File: src/hdl/ksar_pkg.sv
// ----------------------------------------------------------------------------
// ksar_pkg
// Shared types, field layouts and codes of the key and stick auto repeat core.
// ----------------------------------------------------------------------------
package ksar_pkg;

    localparam int TIMER_BITS_DEFAULT = 24;
    localparam int REG_W              = 24;
    localparam int DZ_W               = 15;
    localparam int ELAPSED_W          = 16;
    localparam int AXIS_W             = 16;
    localparam int CFG_INDEX_W        = 2;
    localparam int IN_TDATA_W         = 72;
    localparam int OUT_TDATA_W        = 16;

    localparam logic [CFG_INDEX_W-1:0] CFG_REPEAT_DELAY = 2'd0;
    localparam logic [CFG_INDEX_W-1:0] CFG_REPEAT_RATE  = 2'd1;
    localparam logic [CFG_INDEX_W-1:0] CFG_DEAD_ZONE    = 2'd2;

    localparam logic [REG_W-1:0] RESET_DELAY     = 24'd400000;
    localparam logic [REG_W-1:0] RESET_RATE      = 24'd100000;
    localparam logic [DZ_W-1:0]  RESET_DEAD_ZONE = 15'd16384;

    localparam logic [2:0] HELD_NONE = 3'd4;

    localparam logic [1:0] DIR_ROW_BACK   = 2'd0;
    localparam logic [1:0] DIR_ROW_FWD    = 2'd1;
    localparam logic [1:0] DIR_STEP_BACK  = 2'd2;
    localparam logic [1:0] DIR_STEP_FWD   = 2'd3;

    localparam int ARROW_DOWN  = 0;
    localparam int ARROW_UP    = 1;
    localparam int ARROW_RIGHT = 2;
    localparam int ARROW_LEFT  = 3;

    typedef struct packed {
        logic [REG_W-1:0] repeat_delay_us;
        logic [REG_W-1:0] repeat_rate_us;
        logic [DZ_W-1:0]  stick_dead_zone;
    } cfg_t;

    // Declared from the highest field down; keys_pressed sits in the lowest bits.
    typedef struct packed {
        logic [ELAPSED_W-1:0]     elapsed_us;
        logic signed [AXIS_W-1:0] stick_y;
        logic signed [AXIS_W-1:0] stick_x;
        logic [3:0]               pad_buttons_down;
        logic                     pad_menu_pressed;
        logic                     pad_confirm_pressed;
        logic                     pad_present;
        logic                     enter_pressed;
        logic [3:0]               keys_down;
        logic [3:0]               keys_released;
        logic [3:0]               keys_pressed;
    } in_item_t;

    typedef struct packed {
        logic       move_valid;
        logic [1:0] move_dir;
        logic       close;
    } pad_result_t;

    typedef struct packed {
        logic [1:0] screen_mode;
        logic       close_request;
        logic [1:0] pad_move_dir;
        logic       pad_move_valid;
        logic [1:0] left_moves;
        logic [1:0] right_moves;
        logic [1:0] up_moves;
        logic [1:0] down_moves;
    } result_t;

endpackage

File: src/hdl/ksar_hold_tick.sv
// ----------------------------------------------------------------------------
// ksar_hold_tick
// Adds the frame time to a hold timer with saturation and fires a repeat
// once delay plus rate is reached, taking the rate off the timer.
// ----------------------------------------------------------------------------
module ksar_hold_tick #(
    parameter int TIMER_BITS = ksar_pkg::TIMER_BITS_DEFAULT
) (
    input  logic [TIMER_BITS-1:0]          timer_in,
    input  logic [ksar_pkg::ELAPSED_W-1:0] elapsed_us,
    input  logic [ksar_pkg::REG_W-1:0]     repeat_delay_us,
    input  logic [ksar_pkg::REG_W-1:0]     repeat_rate_us,
    output logic                           fire,
    output logic [TIMER_BITS-1:0]          timer_out
);

    localparam int THR_W = ksar_pkg::REG_W + 1;
    localparam int CMP_W = (TIMER_BITS > THR_W) ? TIMER_BITS : THR_W;

    logic [TIMER_BITS:0]   sum;
    logic [TIMER_BITS-1:0] sat;
    logic [THR_W-1:0]      thr;

    assign sum = {1'b0, timer_in} + (TIMER_BITS + 1)'(elapsed_us);
    assign sat = sum[TIMER_BITS] ? '1 : sum[TIMER_BITS-1:0];
    assign thr = {1'b0, repeat_delay_us} + {1'b0, repeat_rate_us};
    assign fire = CMP_W'(sat) >= CMP_W'(thr);
    assign timer_out = fire ? (sat - TIMER_BITS'(repeat_rate_us)) : sat;

endmodule

File: src/hdl/ksar_key_repeat.sv
// ----------------------------------------------------------------------------
// ksar_key_repeat
// Typematic repeat of the four arrow keys with one shared held-key register
// and one shared hold timer, keys taken in the order down, up, right, left.
// ----------------------------------------------------------------------------
module ksar_key_repeat #(
    parameter int TIMER_BITS = ksar_pkg::TIMER_BITS_DEFAULT
) (
    input  logic                           aclk,
    input  logic                           aresetn,
    input  logic                           advance,
    input  ksar_pkg::cfg_t                 cfg,
    input  logic [3:0]                     keys_pressed,
    input  logic [3:0]                     keys_released,
    input  logic [3:0]                     keys_down,
    input  logic [ksar_pkg::ELAPSED_W-1:0] elapsed_us,
    output logic [3:0][1:0]                moves
);

    logic [2:0]            held_key_reg;
    logic [2:0]            held_key_next;
    logic [TIMER_BITS-1:0] timer_reg;
    logic [TIMER_BITS-1:0] timer_next;
    logic                  fire_held;
    logic [TIMER_BITS-1:0] timer_held;
    logic                  fire_fresh;
    logic [TIMER_BITS-1:0] timer_fresh;

    ksar_hold_tick #(.TIMER_BITS(TIMER_BITS)) u_tick_held (
        .timer_in        (timer_reg),
        .elapsed_us      (elapsed_us),
        .repeat_delay_us (cfg.repeat_delay_us),
        .repeat_rate_us  (cfg.repeat_rate_us),
        .fire            (fire_held),
        .timer_out       (timer_held)
    );

    // A key pressed this frame starts its timer at zero before timing.
    ksar_hold_tick #(.TIMER_BITS(TIMER_BITS)) u_tick_fresh (
        .timer_in        ('0),
        .elapsed_us      (elapsed_us),
        .repeat_delay_us (cfg.repeat_delay_us),
        .repeat_rate_us  (cfg.repeat_rate_us),
        .fire            (fire_fresh),
        .timer_out       (timer_fresh)
    );

    always_comb begin
        logic fresh;
        fresh = 1'b0;
        held_key_next = held_key_reg;
        timer_next = timer_reg;
        for (int k = 0; k < 4; k++) begin
            moves[k] = 2'd0;
            if (keys_pressed[k]) begin
                moves[k] = 2'd1;
                held_key_next = 3'(k);
                timer_next = '0;
                fresh = 1'b1;
            end
            if (held_key_next == 3'(k)) begin
                if (keys_released[k]) begin
                    held_key_next = ksar_pkg::HELD_NONE;
                end else if (keys_down[k]) begin
                    if (fresh) begin
                        moves[k] = moves[k] + {1'b0, fire_fresh};
                        timer_next = timer_fresh;
                    end else begin
                        moves[k] = moves[k] + {1'b0, fire_held};
                        timer_next = timer_held;
                    end
                end
            end
        end
    end

    always_ff @(posedge aclk) begin
        if (!aresetn) begin
            held_key_reg <= ksar_pkg::HELD_NONE;
            timer_reg <= '0;
        end else if (advance) begin
            held_key_reg <= held_key_next;
            timer_reg <= timer_next;
        end
    end

endmodule

File: src/hdl/ksar_pad_repeat.sv
// ----------------------------------------------------------------------------
// ksar_pad_repeat
// Picks one gamepad direction by priority from the buttons and the stick
// with a dead zone, and repeats it with its own hold timer.
// ----------------------------------------------------------------------------
module ksar_pad_repeat #(
    parameter int TIMER_BITS = ksar_pkg::TIMER_BITS_DEFAULT
) (
    input  logic                               aclk,
    input  logic                               aresetn,
    input  logic                               advance,
    input  ksar_pkg::cfg_t                     cfg,
    input  logic                               pad_present,
    input  logic                               pad_menu_pressed,
    input  logic [3:0]                         pad_buttons_down,
    input  logic signed [ksar_pkg::AXIS_W-1:0] stick_x,
    input  logic signed [ksar_pkg::AXIS_W-1:0] stick_y,
    input  logic [ksar_pkg::ELAPSED_W-1:0]     elapsed_us,
    output ksar_pkg::pad_result_t              result
);

    localparam int AW = ksar_pkg::AXIS_W + 1;

    logic [2:0]            held_dir_reg;
    logic [2:0]            held_dir_next;
    logic [TIMER_BITS-1:0] timer_reg;
    logic [TIMER_BITS-1:0] timer_next;
    logic                  fire;
    logic [TIMER_BITS-1:0] timer_ticked;
    logic signed [AW-1:0]  sx;
    logic signed [AW-1:0]  sy;
    logic signed [AW-1:0]  dz_pos;
    logic signed [AW-1:0]  dz_neg;
    logic [2:0]            dir;

    ksar_hold_tick #(.TIMER_BITS(TIMER_BITS)) u_tick (
        .timer_in        (timer_reg),
        .elapsed_us      (elapsed_us),
        .repeat_delay_us (cfg.repeat_delay_us),
        .repeat_rate_us  (cfg.repeat_rate_us),
        .fire            (fire),
        .timer_out       (timer_ticked)
    );

    assign sx = {stick_x[ksar_pkg::AXIS_W-1], stick_x};
    assign sy = {stick_y[ksar_pkg::AXIS_W-1], stick_y};
    assign dz_pos = $signed({2'b00, cfg.stick_dead_zone});
    assign dz_neg = -dz_pos;

    always_comb begin
        if (pad_buttons_down[ksar_pkg::ARROW_DOWN] || (sy > dz_pos)) begin
            dir = {1'b0, ksar_pkg::DIR_ROW_FWD};
        end else if (pad_buttons_down[ksar_pkg::ARROW_UP] || (sy < dz_neg)) begin
            dir = {1'b0, ksar_pkg::DIR_ROW_BACK};
        end else if (pad_buttons_down[ksar_pkg::ARROW_RIGHT] || (sx > dz_pos)) begin
            dir = {1'b0, ksar_pkg::DIR_STEP_FWD};
        end else if (pad_buttons_down[ksar_pkg::ARROW_LEFT] || (sx < dz_neg)) begin
            dir = {1'b0, ksar_pkg::DIR_STEP_BACK};
        end else begin
            dir = ksar_pkg::HELD_NONE;
        end
    end

    always_comb begin
        result = '0;
        held_dir_next = held_dir_reg;
        timer_next = timer_reg;
        if (pad_present) begin
            result.close = pad_menu_pressed;
            if (dir != ksar_pkg::HELD_NONE) begin
                if (held_dir_reg != dir) begin
                    result.move_valid = 1'b1;
                    held_dir_next = dir;
                    timer_next = '0;
                end else begin
                    result.move_valid = fire;
                    timer_next = timer_ticked;
                end
                result.move_dir = result.move_valid ? dir[1:0] : ksar_pkg::DIR_ROW_BACK;
            end else begin
                held_dir_next = ksar_pkg::HELD_NONE;
                timer_next = '0;
            end
        end
    end

    always_ff @(posedge aclk) begin
        if (!aresetn) begin
            held_dir_reg <= ksar_pkg::HELD_NONE;
            timer_reg <= '0;
        end else if (advance) begin
            held_dir_reg <= held_dir_next;
            timer_reg <= timer_next;
        end
    end

endmodule

File: src/hdl/key_and_stick_auto_repeat_core.sv
// ----------------------------------------------------------------------------
// key_and_stick_auto_repeat_core
// Arrow key typematic repeat, gamepad direction repeat and screen mode cycle.
// ----------------------------------------------------------------------------
// Path: an accepted request waits in the input register, then the result register.
// Throughput: one request per cycle unless a result is held by m_tready low; the
// registers are parted, so a request is taken while a finished result waits.
// Reset: aresetn low clears the valid flags of both registers, held keys, timers and the mode,
// and loads the configuration registers with their defaults.
module key_and_stick_auto_repeat_core #(
    parameter int TIMER_BITS = ksar_pkg::TIMER_BITS_DEFAULT
) (
    input  logic                              aclk,
    input  logic                              aresetn,
    input  logic                              cfg_wr_en,
    input  logic [ksar_pkg::CFG_INDEX_W-1:0]  cfg_index,
    input  logic [ksar_pkg::REG_W-1:0]        cfg_wdata,
    input  logic                              s_tvalid,
    output logic                              s_tready,
    // keys_pressed, keys_released, keys_down, enter_pressed, pad_present,
    // pad_confirm_pressed, pad_menu_pressed, pad_buttons_down, stick_x,
    // stick_y, elapsed_us, zero fill.
    input  logic [ksar_pkg::IN_TDATA_W-1:0]   s_tdata,
    output logic                              m_tvalid,
    input  logic                              m_tready,
    // down_moves, up_moves, right_moves, left_moves, pad_move_valid,
    // pad_move_dir, close_request, screen_mode, zero fill.
    output logic [ksar_pkg::OUT_TDATA_W-1:0]  m_tdata
);

    localparam int IN_W  = $bits(ksar_pkg::in_item_t);
    localparam int OUT_W = $bits(ksar_pkg::result_t);

    ksar_pkg::cfg_t          cfg_reg;
    ksar_pkg::in_item_t      in_reg;
    logic                    in_valid_reg;
    ksar_pkg::result_t       out_reg;
    ksar_pkg::result_t       out_next;
    logic                    out_valid_reg;
    logic                    advance;
    logic [1:0]              mode_reg;
    logic [1:0]              mode_next;
    logic                    mode_step;
    logic [3:0][1:0]         key_moves;
    ksar_pkg::pad_result_t   pad_res;

    assign advance  = in_valid_reg && (!out_valid_reg || m_tready);
    assign s_tready = !in_valid_reg || advance;
    assign m_tvalid = out_valid_reg;
    assign m_tdata  = {(ksar_pkg::OUT_TDATA_W - OUT_W)'(0), out_reg};

    always_ff @(posedge aclk) begin
        if (!aresetn) begin
            cfg_reg.repeat_delay_us <= ksar_pkg::RESET_DELAY;
            cfg_reg.repeat_rate_us  <= ksar_pkg::RESET_RATE;
            cfg_reg.stick_dead_zone <= ksar_pkg::RESET_DEAD_ZONE;
        end else if (cfg_wr_en) begin
            case (cfg_index)
                ksar_pkg::CFG_REPEAT_DELAY: begin
                    cfg_reg.repeat_delay_us <= cfg_wdata;
                end
                ksar_pkg::CFG_REPEAT_RATE: begin
                    cfg_reg.repeat_rate_us <= cfg_wdata;
                end
                ksar_pkg::CFG_DEAD_ZONE: begin
                    cfg_reg.stick_dead_zone <= cfg_wdata[ksar_pkg::DZ_W-1:0];
                end
                default: begin
                end
            endcase
        end
    end

    always_ff @(posedge aclk) begin
        if (!aresetn) begin
            in_valid_reg <= 1'b0;
        end else if (s_tready) begin
            in_valid_reg <= s_tvalid;
        end
    end

    always_ff @(posedge aclk) begin
        if (s_tvalid && s_tready) begin
            in_reg <= ksar_pkg::in_item_t'(s_tdata[IN_W-1:0]);
        end
    end

    ksar_key_repeat #(.TIMER_BITS(TIMER_BITS)) u_keys (
        .aclk          (aclk),
        .aresetn       (aresetn),
        .advance       (advance),
        .cfg           (cfg_reg),
        .keys_pressed  (in_reg.keys_pressed),
        .keys_released (in_reg.keys_released),
        .keys_down     (in_reg.keys_down),
        .elapsed_us    (in_reg.elapsed_us),
        .moves         (key_moves)
    );

    ksar_pad_repeat #(.TIMER_BITS(TIMER_BITS)) u_pad (
        .aclk             (aclk),
        .aresetn          (aresetn),
        .advance          (advance),
        .cfg              (cfg_reg),
        .pad_present      (in_reg.pad_present),
        .pad_menu_pressed (in_reg.pad_menu_pressed),
        .pad_buttons_down (in_reg.pad_buttons_down),
        .stick_x          (in_reg.stick_x),
        .stick_y          (in_reg.stick_y),
        .elapsed_us       (in_reg.elapsed_us),
        .result           (pad_res)
    );

    assign mode_step = in_reg.enter_pressed
                       || (in_reg.pad_present && in_reg.pad_confirm_pressed);
    assign mode_next = mode_step ? (mode_reg + 2'd1) : mode_reg;

    always_comb begin
        out_next.down_moves     = key_moves[ksar_pkg::ARROW_DOWN];
        out_next.up_moves       = key_moves[ksar_pkg::ARROW_UP];
        out_next.right_moves    = key_moves[ksar_pkg::ARROW_RIGHT];
        out_next.left_moves     = key_moves[ksar_pkg::ARROW_LEFT];
        out_next.pad_move_valid = pad_res.move_valid;
        out_next.pad_move_dir   = pad_res.move_dir;
        out_next.close_request  = pad_res.close;
        out_next.screen_mode    = mode_next;
    end

    always_ff @(posedge aclk) begin
        if (!aresetn) begin
            mode_reg <= 2'd0;
            out_valid_reg <= 1'b0;
        end else begin
            if (advance) begin
                mode_reg <= mode_next;
                out_valid_reg <= 1'b1;
            end else if (m_tready) begin
                out_valid_reg <= 1'b0;
            end
        end
    end

    always_ff @(posedge aclk) begin
        if (advance) begin
            out_reg <= out_next;
        end
    end

    a_reset_empty: assert property (@(posedge aclk)
        !aresetn |=> !m_tvalid && !in_valid_reg)
        else $error("result or input register valid after reset");

    a_stall_cause: assert property (@(posedge aclk) disable iff (!aresetn)
        !s_tready |-> in_valid_reg && out_valid_reg && !m_tready)
        else $error("input stalled without a blocked result");

    a_mode_hold: assert property (@(posedge aclk) disable iff (!aresetn)
        !(advance && mode_step) |=> $stable(mode_reg))
        else $error("screen mode changed without a confirm request");

    a_moves_range: assert property (@(posedge aclk) disable iff (!aresetn)
        m_tvalid |-> out_reg.down_moves != 2'd3 && out_reg.up_moves != 2'd3
                     && out_reg.right_moves != 2'd3 && out_reg.left_moves != 2'd3)
        else $error("more than two moves for one key");

    a_pad_quiet: assert property (@(posedge aclk) disable iff (!aresetn)
        m_tvalid && !out_reg.pad_move_valid |-> out_reg.pad_move_dir == ksar_pkg::DIR_ROW_BACK)
        else $error("pad direction shown without a pad move");

endmodule
File: config.mk
export PLATFORM = sky130hd
export DESIGN_NAME = key_and_stick_auto_repeat_core
export DESIGN_NICKNAME = d
export VERILOG_FILES = /design/src/hdl/ksar_pkg.sv /design/src/hdl/ksar_hold_tick.sv /design/src/hdl/ksar_key_repeat.sv /design/src/hdl/ksar_pad_repeat.sv /design/src/hdl/key_and_stick_auto_repeat_core.sv
export SDC_FILE = /design/constraint.sdc
export NUM_CORES = 1
export LEC_CHECK = 0
export ABC_AREA = 1
export BUFFER_PORTS_ARGS = -buffer_cell sky130_fd_sc_hd__buf_2
export CORE_MARGIN = 1
export CORE_UTILIZATION = 40
export DETAILED_ROUTE_END_ITERATION = 10
export PLACE_DENSITY_LB_ADDON = 0.08
export SLEW_MARGIN = 10
export SYNTH_ARGS = -nofsm -noshare
export SYNTH_HDL_FRONTEND = slang
export SYNTH_SLANG_ARGS = --single-unit
File: constraint.sdc
create_clock -name aclk -period 5.8 [get_ports aclk]
set_input_delay 0.29 -clock aclk [delete_from_list [all_inputs] [get_ports aclk]]
set_output_delay 0.29 -clock aclk [all_outputs]
set_load 0.01 [all_outputs]
---- Yosys cells after proc, flatten, opt, wreduce, memory -nomap -nowiden ----
Cells that the tools add are included.
storage, ports and cells
  input bits .............................. 103
  output and inout bits ................... 18
  word-level logic and storage cells ...... 157
  bits in registers ....................... 203
cells by class
  equality and inequality tests ........... 8
  muxes and demuxes ....................... 75
  reduce and logical (&&, ||, !) cells .... 22
  magnitude comparators ................... 7
  $add $sub $neg .......................... 16
operators by type and width
  kind                 count
  $mux 24              27
  $mux 3               18
  $add 24x16->25       2
  $ge 24x25->1         2
  $sub 24x24->24       2
  $lt 16x17->1         2
  $mux 2               17
  $gt 16x16->1         2
  $add 24x24->25       1
  $ge 16x25->1         1
  $sub 16x24->24       1
  $neg 15->17          1
  $add 1x1->2          8
  $mux 1               13
  $reduce_and 2->1     5
  $logic_or 1x1->1     7
  $eq 3x2->1 const B   2
  $reduce_and 3->1     2
  $eq 3x1->1 const B   1
  $logic_and 1x1->1    3
  $logic_not 3->1      1
  $ne 3x3->1           1
  $ne 3x3->1 const B   1
  $add 2x1->2 const B  1
  other kinds (6)      7

---- Logic depth before layout (Yosys ltp) ----
Gate-level depths: netlist of the first run.
  depth after elaboration ................. 20
  depth in mapped cells ................... 37

---- Modules after synthesis ----
A second synthesis of the first run with hierarchy kept.
second synthesis, totals
  cells, all modules ...................... 4,545
  area total of the unflattened synthesis .. 27,869.2 um^2
by module, submodules not included
  module                                   area each (um^2)  cells an instance  instances
  ksar_hold_tick (u_keys.u_tick_held ...)  5,272.6           950                2
  ksar_hold_tick (u_keys.u_tick_fresh)     5,113.7           922                1
  key_and_stick_auto_repeat_core           4,903.5           398                1
  ksar_key_repeat                          4,082.7           834                1
  ksar_pad_repeat                          3,224.3           491                1

---- Least setup slack after synthesis of the first run ----
OpenSTA, ideal clock, no wires.
  path kind ............................... register to register
  start point ............................. reg in_reg[53] (netlist bit)
  end point ............................... reg u_pad.timer_reg[20]
  setup slack ............................. 1.316 ns
  setup time .............................. 0.132 ns
  path buffers ............................ 1
  arrival ................................. 4.352 ns
  clock period less this slack ............ 4.484 ns
  stages on the path, launching flop included .. 26
  cell sequence ........................... edfxtp_1 inv_1 fa_1 inv_1 nand3_1 nand2_1 a21oi_1 o21ai_0 nand3_1 nand2_1 inv_1 clkbuf_1 nand2_1 inv_1 fa_1 o21ai_0 nand2_1 o2111ai_1 a21oi_1 o21ai_0 a21oi_1 o21ai_0 xnor2_1 a21oi_1 nand2_1 a21oi_1
on the way
  cells in the longest elaborated chain, start to end .. 6
  elaborated cells between the ends (all ways) .. 7
  classes of those cells .................. 2 x add/sub; 1 x order compare; 4 x mux
RTL lines
  element                                         RTL line                                    RTL
  from (decl)                                     key_and_stick_auto_repeat_core.sv:35        ksar_pkg::in_item_t in_reg;
  from (signal assigned)                          key_and_stick_auto_repeat_core.sv:84        in_reg <= ksar_pkg::in_item_t'(s_tdata[IN_W-1:0]);
  $add 24x16->25 *                                ksar_hold_tick.sv:24                        assign sum = {1'b0, timer_in} + (TIMER_BITS + 1)'(elapsed_us);
  $mux 24 *                                       ksar_hold_tick.sv:25                        assign sat = sum[TIMER_BITS] ? '1 : sum[TIMER_BITS-1:0];
  $sub 24x24->24 or $ge 24x25->1 (tied branches)  ksar_hold_tick.sv:28, ksar_hold_tick.sv:27
  $mux 24 *                                       ksar_hold_tick.sv:28                        assign timer_out = fire ? (sat - TIMER_BITS'(repeat_rate_us)) : sat;
  $mux 24 *                                       ksar_pad_repeat.sv:71                       if (held_dir_reg != dir) begin
  $mux 24 *                                       ksar_pad_repeat.sv:70                       if (dir != ksar_pkg::HELD_NONE) begin
  to (signal assigned)                            ksar_pad_repeat.sv:93                       timer_reg <= timer_next;
  to (decl)                                       ksar_pad_repeat.sv:26                       logic [TIMER_BITS-1:0] timer_reg;
Every way passes the cells marked *; elsewhere a longest branch is shown, timed or not.
A chain may end at the register's enable or synchronous reset.

---- Final worst setup path of the first run ----
  start point ............................. reg in_reg[65] (netlist bit)
  end point ............................... reg u_keys.timer_reg[5]
on the way
  cells in the longest elaborated chain, start to end .. 20
  elaborated cells between the ends (all ways) .. 26
  classes of those cells .................. 2 x add/sub; 2 x order compare; 22 x mux
RTL lines
  element                                         RTL line                                    RTL
  $add 24x16->25                                  ksar_hold_tick.sv:24
  $mux 24                                         ksar_hold_tick.sv:25
  $sub 24x24->24 or $ge 24x25->1 (tied branches)  ksar_hold_tick.sv:28, ksar_hold_tick.sv:27
  $mux 24                                         ksar_hold_tick.sv:28
  $mux 24                                         ksar_key_repeat.sv:65                       if (fresh) begin
  $mux 24                                         ksar_key_repeat.sv:64                       end else if (keys_down[k]) begin
  $mux 24                                         ksar_key_repeat.sv:62                       if (keys_released[k]) begin
  $mux 24                                         ksar_key_repeat.sv:61                       if (held_key_next == 3'(k)) begin
  [4 not listed]                                  n/a
  $mux 24                                         ksar_key_repeat.sv:55                       if (keys_pressed[k]) begin
  $mux 24                                         ksar_key_repeat.sv:64
  $mux 24                                         ksar_key_repeat.sv:62
  $mux 24                                         ksar_key_repeat.sv:61
  $mux 24                                         ksar_key_repeat.sv:55
  $mux 24                                         ksar_key_repeat.sv:64
  $mux 24                                         ksar_key_repeat.sv:62
  $mux 24 *                                       ksar_key_repeat.sv:61
  to (signal assigned)                            ksar_key_repeat.sv:83                       timer_reg <= timer_next;
  to (decl)                                       ksar_key_repeat.sv:22                       logic [TIMER_BITS-1:0] timer_reg;
Marked as above.

==> results of run 1 <==
## synth_stat cells (all sizes together)
master,number,area (um2)
a21boi,5,37.5
nor2,277,1120
and2,16,108
edfxtp,82,2460
xor2,62,543
o211ai,30,225
xnor2,43,384
nand3b,12,90.1
inv,360,1350
a221oi,1,8.76
a22oi,1,7.51
o21a,8,60.1
nor4,8,50.1
o221ai,3,26.3
nor3,31,155
o2111ai,1,8.76
nand2,939,3570
a211o,1,8.76
a21oi,329,1650
a21o,7,52.6
a31oi,16,100
ha,249,3120
nand4,40,269
buf,29,176
dfxtp,121,2420
clkbuf,67,251
conb,1,3.75
fa,6,120
o21bai,7,52.6
xnor3,1,22.5
clkinv,4,15.0
nand3,254,1320
o31ai,2,15.0
a211oi,5,37.5
nor2b,1,6.26
or2,16,100
o21ai,194,975
## metal layers
metal	GRT usage, %	vias to the layer above
met3	2.82	162
met2	52.0	645
met5	0	-
met1	36.1	10200
met4	10.2	0
li1	-	11100
## final cells by class
type,count,area (um2)
Clock buffer,38,766
Clock inverter,10,164
Fill cell,5379,27400
Inverter,364,1370
Multi-Input combinational cell,2567,14300
Sequential cell,203,4880
Tap cell,680,851
Timing Repair Buffer,245,1760
## layout by cell type (no fill, tap or decap), types with 84 or more instances in the layout
| cell type | n |
|---|---|
| o21ai_0 | 173 |
| inv_1 | 351 |
| nor2_1 | 260 |
| ha_1 | 249 |
| buf_2 | 114 |
| nand2_1 | 922 |
| dfxtp_1 | 121 |
| a21oi_1 | 328 |
| dlygate4sd3_1 | 84 |
| nand3_1 | 245 |
## per-stage QoR
stage	setup WS (ns)	cell area, um2	instances
6_report	0.428	24100	4107
5_1_grt	0.0502	24100	4107
4_1_cts	0.467	24100	4107
3_5_place_dp	0.474	22300	3975
3_3_place_gp	0.501	22300	3975
2_1_floorplan	1.32	20900	3230
## cell families (layout without fill, tap and decap cells)
family	after synthesis	in the layout
adders and majority gates	255	255
AOI/OAI and AO/OA	610	610
DFF	203	203
xor gates and xnor gates	106	106
other	1	2
and+or+nand+nor	1594	1594
buffers and inverters	460	657
## worst max-delay path, delay by kind of cell, from the launching register on
kind | cells | cell delay (ns)
fa+ha+maj | 2 | 0.76
buf+inv | 3 | 0.40
flops | 1 | 0.63
simple gates | 19 | 2.34
compound gates | 6 | 1.09
## how the worst min path moves through the flow
stage                                           from  slack, ns                               end  cells after the start
finish                                 cfg_wdata[23]       0.03          cfg_reg[62]$_SDFFE_PN0P_                      3
global route                            cfg_wdata[5]       0.02          cfg_reg[20]$_SDFFE_PN1P_                      3
CTS                                     cfg_wdata[8]     0.0002          cfg_reg[47]$_SDFFE_PN0P_                      3
detailed placement  u_pad.timer_reg[15]$_SDFFE_PN0P_       0.46  u_pad.timer_reg[15]$_SDFFE_PN0P_                      2
global placement     u_pad.timer_reg[5]$_SDFFE_PN0P_       0.46   u_pad.timer_reg[5]$_SDFFE_PN0P_                      2
floorplan                                 s_tdata[0]       0.39               in_reg[0]$_DFFE_PP_                      0
## power breakdown
part | switching, mW | leakage, nW | internal (mW)
combinational | 1.39 | 9.67 | 0.724
clock | 0.692 | 0.456 | 1.09
sequential | 0.0766 | 1.79 | 1.56
## timing repair
action,4_1_cts,5_1_grt
buffers inserted,0,0
endpoints found under the setup margin,0,3
gates resized for setup,0,3
hold endpoints to repair,88,0
hold buffers,84,0
==> impl_metrics.tcl, run 1 <==
set metrics [dict create \
    outcome "finished clean" \
    tightestPinTransition_ns 1.04 \
    timing.final.crit_period_ns 5.37 \
    synth-compound-area-share_pct 15.6 \
    fp-row-count 83 \
    rsz0062_at_grt "false" \
    drt_iter0_markers 1525 \
    routed_wl_um 78000 \
    critical_path_class "flop to flop" \
    grt-ovfl-total 0 \
    wire_per_inst_um 19.0 \
    cp-start-kind "flop" \
    antenna_cells 0 \
    peakVddDrop_uv 228 \
    cp-endpoint "u_keys.timer_reg[5]$_SDFFE_PN0P_" \
    ff2ff_path_depth 30 \
    dieHeight_um 231 \
    ys_ff_latch 203 \
    dieWidth_um 231 \
    dpl.hpwl_um 61600 \
    cts_made_buffers 26 \
    hold_viol_final 0 \
    r2r-end "u_keys.timer_reg[5]$_SDFFE_PN0P_" \
    antenna_found_initial 0 \
    syn_inst 3229 \
    cp_slowest_cell "edfxtp_1" \
    clock_latency_ns 0.58 \
    cp_common_cell "nand2_1" \
    syn_area_um2 20900 \
    clock-skew-final_ns 0.0177 \
    grt_pass1_wl_um 120000 \
    cp_data_arrival_time_ns 5.84 \
    r2r_start "in_reg[65]$_DFFE_PP_" \
    syn_area_per_cell_um2 6.48 \
    grt_max_degree 69 \
    synth-xor-area-share_pct 4.54 \
    clock-root-buffer "clkbuf_16" \
    grt_use_total_pct 29.1 \
    max_freq_mhz 186 \
    wl_met2_um 37900 \
    setup_tns_ns 0 \
    ant_nets 0 \
    required_ns 6.27 \
    slowest_delay_ns 0.63 \
    drv_slew 0 \
    utilization_pct 46.7 \
    leakage_nw 11.9 \
    cts_tree "done" \
    cap_violations 0 \
    synth-simple-area-share_pct 32.5 \
    p_total_mw 5.53 \
    nets 3765 \
    die_area_um2 53300 \
    muxShareOfSynthArea_pct 0 \
    viasPerCell 5.39 \
    syn_to_final_growth_pct 15.0 \
    drive_gt1_share_pct 8.26 \
    path_max_fanout 31 \
    synth_top_family_by_area "simple AND/OR/NAND/NOR gates" \
    cts_sinks 203 \
    r2r_slack_ns 0.43 \
    holdWs_ns 0.0267 \
    drt-met1-wl_um 33500 \
    drtPass1Iterations 6 \
    fin_crit_sh_pct 92.6 \
    gp_congestion 0.990 \
    vias 22100 \
    synth_cell_types 55 \
    clk_pin_slew_ns 0.06 \
    p_per_area_nw_per_um2 230 \
    met3_length_um 3860 \
    drc_errors 0 \
    slew-limit-headroom_pct 30.5 \
    coreArea_um2 51500 \
    ios 121 \
    start_util_pct 40.6 \
    top_layer "met4" \
    io_buffers 114 \
    yosysSeqAreaShare_pct 23.3 \
    cts_max_path_buffers 3 \
    htreeDepth 1 \
    largest_reg_flops 68 \
    grt_pass1_vias 21400 \
    synthAdderAreaFrac_pct 15.5 \
    crit_path_end_kind "flop" \
    setup_viol 0 \
    startpoint "in_reg[65]$_DFFE_PP_" \
    hold_path_class "input port to flop" \
    yosysWarnings 0 \
]
No activity file was read; power rests on OpenSTA's default activity.
==> run 2, diff against run 1 <==
--- a/config.mk
+++ b/config.mk
@@ -6,11 +6,13 @@
 export NUM_CORES = 1
 export LEC_CHECK = 0
 export ABC_AREA = 1
+export ABC_CLOCK_PERIOD_IN_PS = 5800
 export BUFFER_PORTS_ARGS = -buffer_cell sky130_fd_sc_hd__buf_2
 export CORE_MARGIN = 1
 export CORE_UTILIZATION = 40
 export DETAILED_ROUTE_END_ITERATION = 10
 export PLACE_DENSITY_LB_ADDON = 0.08
+export REMOVE_ABC_BUFFERS = 1
 export SLEW_MARGIN = 10
 export SYNTH_ARGS = -nofsm -noshare
 export SYNTH_HDL_FRONTEND = slang
==> run 2 against run 1 <==
Cell count about the same. Utilization decreased by 0.17 points. Register-to-register slack got worse by 0.03 ns. Clock-buffer cell count unchanged. Combinational power about the same. Global-route usage increased by 0.66 points. First-iteration DRC count increased by 4.9%. Hold slack got worse by 0.0092 ns. Wire length increased by 2.9%. Maximum frequency decreased by 0.50%. Critical path depth decreased by 3. Largest cell class unchanged. Clock skew increased by 0.0037 ns. Highest routed layer unchanged.
==> impl_metrics.tcl, run 2 (synthesized netlist as in run 1, its figures left out) <==
set metrics [dict create \
    combinationalPowerShare_pct 39.7 \
    required_ns 6.27 \
    coreArea_um2 51500 \
    final_cell_mix "nand2_1 (922), inv_1 (351), a21oi_1 (328)" \
    drtPass1Iterations 7 \
    gp_congestion 0.974 \
    fp-row-count 83 \
    swShare_pct 40.5 \
    final_common_cell "nand2_1" \
    p_clk_share_pct 30.0 \
    r2r_slack_ns 0.40 \
    clock-skew-final_ns 0.0214 \
    drv_slew 0 \
    cts_tree "done" \
    cp_common_cell "nand2_1" \
    pwr-share-seq_pct 30.4 \
    syn_to_final_growth_pct 14.6 \
    clk_pin_slew_ns 0.06 \
    io_buffers 114 \
    wire_per_inst_um 19.5 \
    drc_errors 0 \
    largest_reg_flops 68 \
    slowest_delay_ns 0.55 \
    timing.final.crit_period_ns 5.40 \
    routed_wl_um 80200 \
    grt_pass1_wl_um 123000 \
    setup_tns_ns 0 \
    stdcell_count 4108 \
    grt_use_total_pct 29.8 \
    final_cell_area_um2 24000 \
    hold_viol_final 0 \
    crit_family "simple AND/OR/NAND/NOR gates" \
    clock_latency_ns 0.59 \
    p_sw_mw 2.18 \
    dieHeight_um 231 \
    tightestPinTransition_ns 1.12 \
    vias 22100 \
    critPathBufInv 1 \
    hold_path_class "input port to flop" \
    dieWidth_um 231 \
    outcome "finished clean" \
    cp_data_arrival_time_ns 5.87 \
    critical_path_class "flop to flop" \
    setup_viol 0 \
    clock-root-buffer "clkbuf_16" \
    ant_nets 0 \
    cp_slowest_cell "o21ai_1" \
    post_dp_cell_area_um2 22300 \
    cts_sinks 203 \
    drt_iter0_markers 1600 \
    rsz0062_at_grt "true" \
    max_freq_mhz 185 \
    dpl.hpwl_um 62700 \
    utilization_pct 46.6 \
    antenna_cells 0 \
    antenna_found_initial 0 \
    fin_crit_sh_pct 93.1 \
    cap_violations 0 \
    holdWs_ns 0.0175 \
    nFillCells 5378 \
    cp-start-kind "flop" \
    nets 3767 \
    pre_cts_ws_ns 0.414 \
    p_per_area_nw_per_um2 225 \
    p_total_mw 5.39 \
    die_area_um2 53300 \
    grt-ovfl-total 0 \
    htreeDepth 1 \
    drive_gt1_share_pct 8.23 \
    crit_path_end_kind "flop" \
    grt_pass1_vias 21300 \
    peakVddDrop_uv 249 \
    leakage_nw 11.9 \
    cts_max_path_buffers 3 \
    start_util_pct 40.6 \
    grt_max_degree 70 \
    slew-limit-headroom_pct 25.4 \
    cts_made_buffers 26 \
    viasPerCell 5.39 \
    ios 121 \
    setup_ws_ns 0.401 \
    post_cts_buffers 0 \
    path_max_fanout 36 \
    internal-power_mw 3.21 \
    dp.cells 3978 \
]
run 2: cell types whose count changed in the layout (fill, tap and decap cells not counted), sizes merged:
cell         delta
clkinv          +2
buf             +3
bufinv          -3
dlygate4sd3     -1
run 2: final timing paths:
check,depth (start not counted),startpoint,endpoint
worst min register to register,1,u_keys.held_key_reg[2]$_SDFFE_PN1P_,u_keys.held_key_reg[2]$_SDFFE_PN1P_
worst max-delay path,27,in_reg[52]$_DFFE_PP_,u_keys.timer_reg[4]$_SDFFE_PN0P_
worst min-delay path,3,cfg_wdata[0],cfg_reg[15]$_SDFFE_PN0P_
worst max register to register,27,in_reg[52]$_DFFE_PP_,u_keys.timer_reg[4]$_SDFFE_PN0P_
run 2: timing repair:
item | CTS | global route
resized for setup | 0 | 3
endpoints found under the setup margin | 0 | 3
hold buffers | 83 | 0
hold endpoints to repair | 89 | 0
run 2: per-layer routing:
| layer | global-route usage [%] | vias up | share of wire [%] |
|---|---|---|---|
| met5 | 0 | - | 0 |
| met4 | 10.5 | 0 | 3.5 |
| met3 | 3.22 | 165 | 4.9 |
| met2 | 52.3 | 727 | 48 |
| met1 | 37.4 | 10200 | 44 |
| li1 | - | 11100 | - |
run 2: area by class of cell:
cell class | count | area (um2) | area share [%]
multi-input cells | 2567 | 14300 | 59.5
well taps | 680 | 851 | 3.55
inverters | 364 | 1370 | 5.71
clock buffers | 38 | 726 | 3.03
flip-flops and latches | 203 | 4880 | 20.4
repair buffers | 247 | 1780 | 7.41
clock inverters | 9 | 98.8 | 0.412
run 2: power by group through the flow:
stage	clock, mW	sequential (mW)	combinational (mW)
global route	1.71	1.64	2.38
finish	1.62	1.64	2.14
global placement	0	1.66	2.03
detailed placement	0	1.67	2.06
floorplan	0	1.64	1.40
CTS	1.65	1.64	2.11
run 2: worst min-delay path: stages:
cell,delay (ns)
buf_2,0.13
nor2_1,0.05
nor2_1,0.08
==> run 3, diff against run 2 <==
--- a/config.mk
+++ b/config.mk
@@ -9,7 +9,7 @@
 export ABC_CLOCK_PERIOD_IN_PS = 5800
 export BUFFER_PORTS_ARGS = -buffer_cell sky130_fd_sc_hd__buf_2
 export CORE_MARGIN = 1
-export CORE_UTILIZATION = 40
+export CORE_UTILIZATION = 55
 export DETAILED_ROUTE_END_ITERATION = 10
 export PLACE_DENSITY_LB_ADDON = 0.08
 export REMOVE_ABC_BUFFERS = 1
==> run 3 against run 2 <==
First-iteration DRC count increased by 21%. Hold slack improved by 0.0062 ns. Global-route usage is 8.2 points higher. Register-to-register slack gained 0.10 ns. Worst setup slack improved by 0.10 ns. Critical path depth decreased by 4. Cell count fell by 4.2%. Total power fell by 1.5%. Highest routed layer unchanged.
==> impl_metrics.tcl, run 3 (synthesized netlist as in run 1, its figures left out) <==
set metrics [dict create \
    setup_viol 0 \
    slowest_delay_ns 0.58 \
    coreArea_um2 37600 \
    dieHeight_um 197 \
    fp-row-count 71 \
    die_area_um2 38800 \
    cp_slowest_cell "edfxtp_1" \
    htreeDepth 1 \
    fin_crit_sh_pct 91.3 \
    p_per_area_nw_per_um2 224 \
    viasPerCell 5.78 \
    dieWidth_um 197 \
    cp_data_arrival_time_ns 5.79 \
    max_freq_mhz 189 \
    cap_violations 0 \
    rsz0062_at_grt "false" \
    timing.final.crit_period_ns 5.30 \
    cts_tree "done" \
    grt-ovfl-total 0 \
    nets 3761 \
    setup_tns_ns 0 \
    largest_reg_flops 68 \
    clock_latency_ns 0.58 \
    cp-start-kind "flop" \
    crit_path_end_kind "flop" \
    syn_to_final_growth_pct 13.2 \
    slew-limit-headroom_pct 26.8 \
    dpl.hpwl_um 56900 \
    ant_nets 0 \
    routed_wl_um 74400 \
    drt_iter0_markers 1937 \
    final_cell_mix "nand2_1 (922), inv_1 (351), a21oi_1 (328)" \
    peakVddDrop_uv 223 \
    cts_sinks 203 \
    required_ns 6.30 \
    antenna_found_initial 1 \
    clock-root-buffer "clkbuf_16" \
    grt_max_degree 52 \
    drtPass1Iterations 6 \
    drive_gt1_share_pct 8.16 \
    cp_common_cell "nand2_1" \
    leakage_nw 11.8 \
    path_max_fanout 11 \
    wire_per_inst_um 18.9 \
    gp_congestion 1.05 \
    critical_path_class "flop to flop" \
    nFillCells 3561 \
    tightestPinTransition_ns 1.10 \
    hold_viol_final 0 \
    multi_input_area_um2 14300 \
    io_buffers 114 \
    grt_pass1_vias 21900 \
    post_cts_buffers 0 \
    ios 121 \
    start_util_pct 55.7 \
    cts_made_buffers 25 \
    grt_pass1_wl_um 115000 \
    vias 22800 \
    final_cell_area_um2 23700 \
    clock-skew-final_ns 0.0154 \
    path_cells "buf_4, ha_1, nand2_1, inv_1, a221oi_1, o21ai_0, nand2_1, nand2_1, inv_1, o21ai_0, ha_1, nand2_1, o21ai_0, nand2_1, o2111ai_1, a21oi_1, o21ai_0, a21oi_1, o21ai_0, xnor2_1, a21oi_1, nand2_1, a21oi_1" \
    regArea_um2 4880 \
    final_common_cell "nand2_1" \
    drc_errors 0 \
    drv_slew 0 \
    grt_use_total_pct 38.0 \
    hold_path_class "input port to flop" \
    outcome "finished clean" \
    clk_pin_slew_ns 0.06 \
    post_dp_cell_area_um2 22100 \
    cts_max_path_buffers 3 \
]
## run 3: per-stage QoR
stage / setup WS, ns / hold WS, ns / power, mW / std cells / utilization, %
after CTS: 0.603 / 0.00614 / 5.27 / 3932 / 63.1
after floorplan: 0.333 / 0.374 / 3.04 / 3134 / -
after global routing: 0.0559 / 0.0493 / 5.61 / 3932 / 63.1
final: 0.502 / 0.0237 / 5.31 / 3934 / 63.1
after detailed placement: 0.618 / 0.456 / 3.66 / 3806 / 58.8
after global placement: 0.702 / 0.458 / 3.62 / 3806 / 58.8
## run 3: per-layer routing
layer	up-vias	GRT usage (%)	part of all wire [%]
met5	-	0	0
met4	0	20.9	6.0
met3	261	7.31	8.9
met2	1051	64.4	46
met1	10400	45.2	39
li1	11100	-	-
## run 3: worst max-delay path: cells and delay by family, from the launching register on
family	cells	cell delay [ns]
AO/OA/AOI/OAI	11	2.61
adder cells (fa/ha/maj)	2	0.79
buffers and inverters	3	0.67
XOR/XNOR	1	0.10
flip-flops	1	0.58
AND/OR/NAND/NOR	6	0.48
## run 3: where the power goes
group	switching (mW)	leakage (nW)	internal, mW	total [mW]
registers	0.0682	1.79	1.56	1.63
logic	1.39	9.66	0.729	2.12
clock network	0.676	0.396	0.888	1.56
## run 3: final timing paths
path / to / slack [ns] / cells after the start / startpoint
max reg2reg: u_pad.timer_reg[20]$_SDFFE_PN0P_ / 0.50 / 23 / in_reg[67]$_DFFE_PP_
max: u_pad.timer_reg[20]$_SDFFE_PN0P_ / 0.50 / 23 / in_reg[67]$_DFFE_PP_
min reg2reg: u_pad.timer_reg[4]$_SDFFE_PN0P_ / 0.47 / 2 / u_pad.timer_reg[4]$_SDFFE_PN0P_
min: cfg_reg[62]$_SDFFE_PN0P_ / 0.02 / 3 / cfg_wdata[23]
## run 3: final cells by class
| class | count | area share [%] |
|---|---|---|
| diodes | 2 | 0.0211 |
| clock buffers | 34 | 2.92 |
| clock inverters | 11 | 0.449 |
| inverters | 364 | 5.78 |
| multi-input cells | 2567 | 60.2 |
| flip-flops and latches | 203 | 20.6 |
| well taps | 511 | 2.70 |
| repair buffers | 242 | 7.32 |
## run 3: repair_timing
item,in CTS,in global routing
endpoints found under the hold margin,86,0
hold buffers,81,0
gates resized for setup,0,0
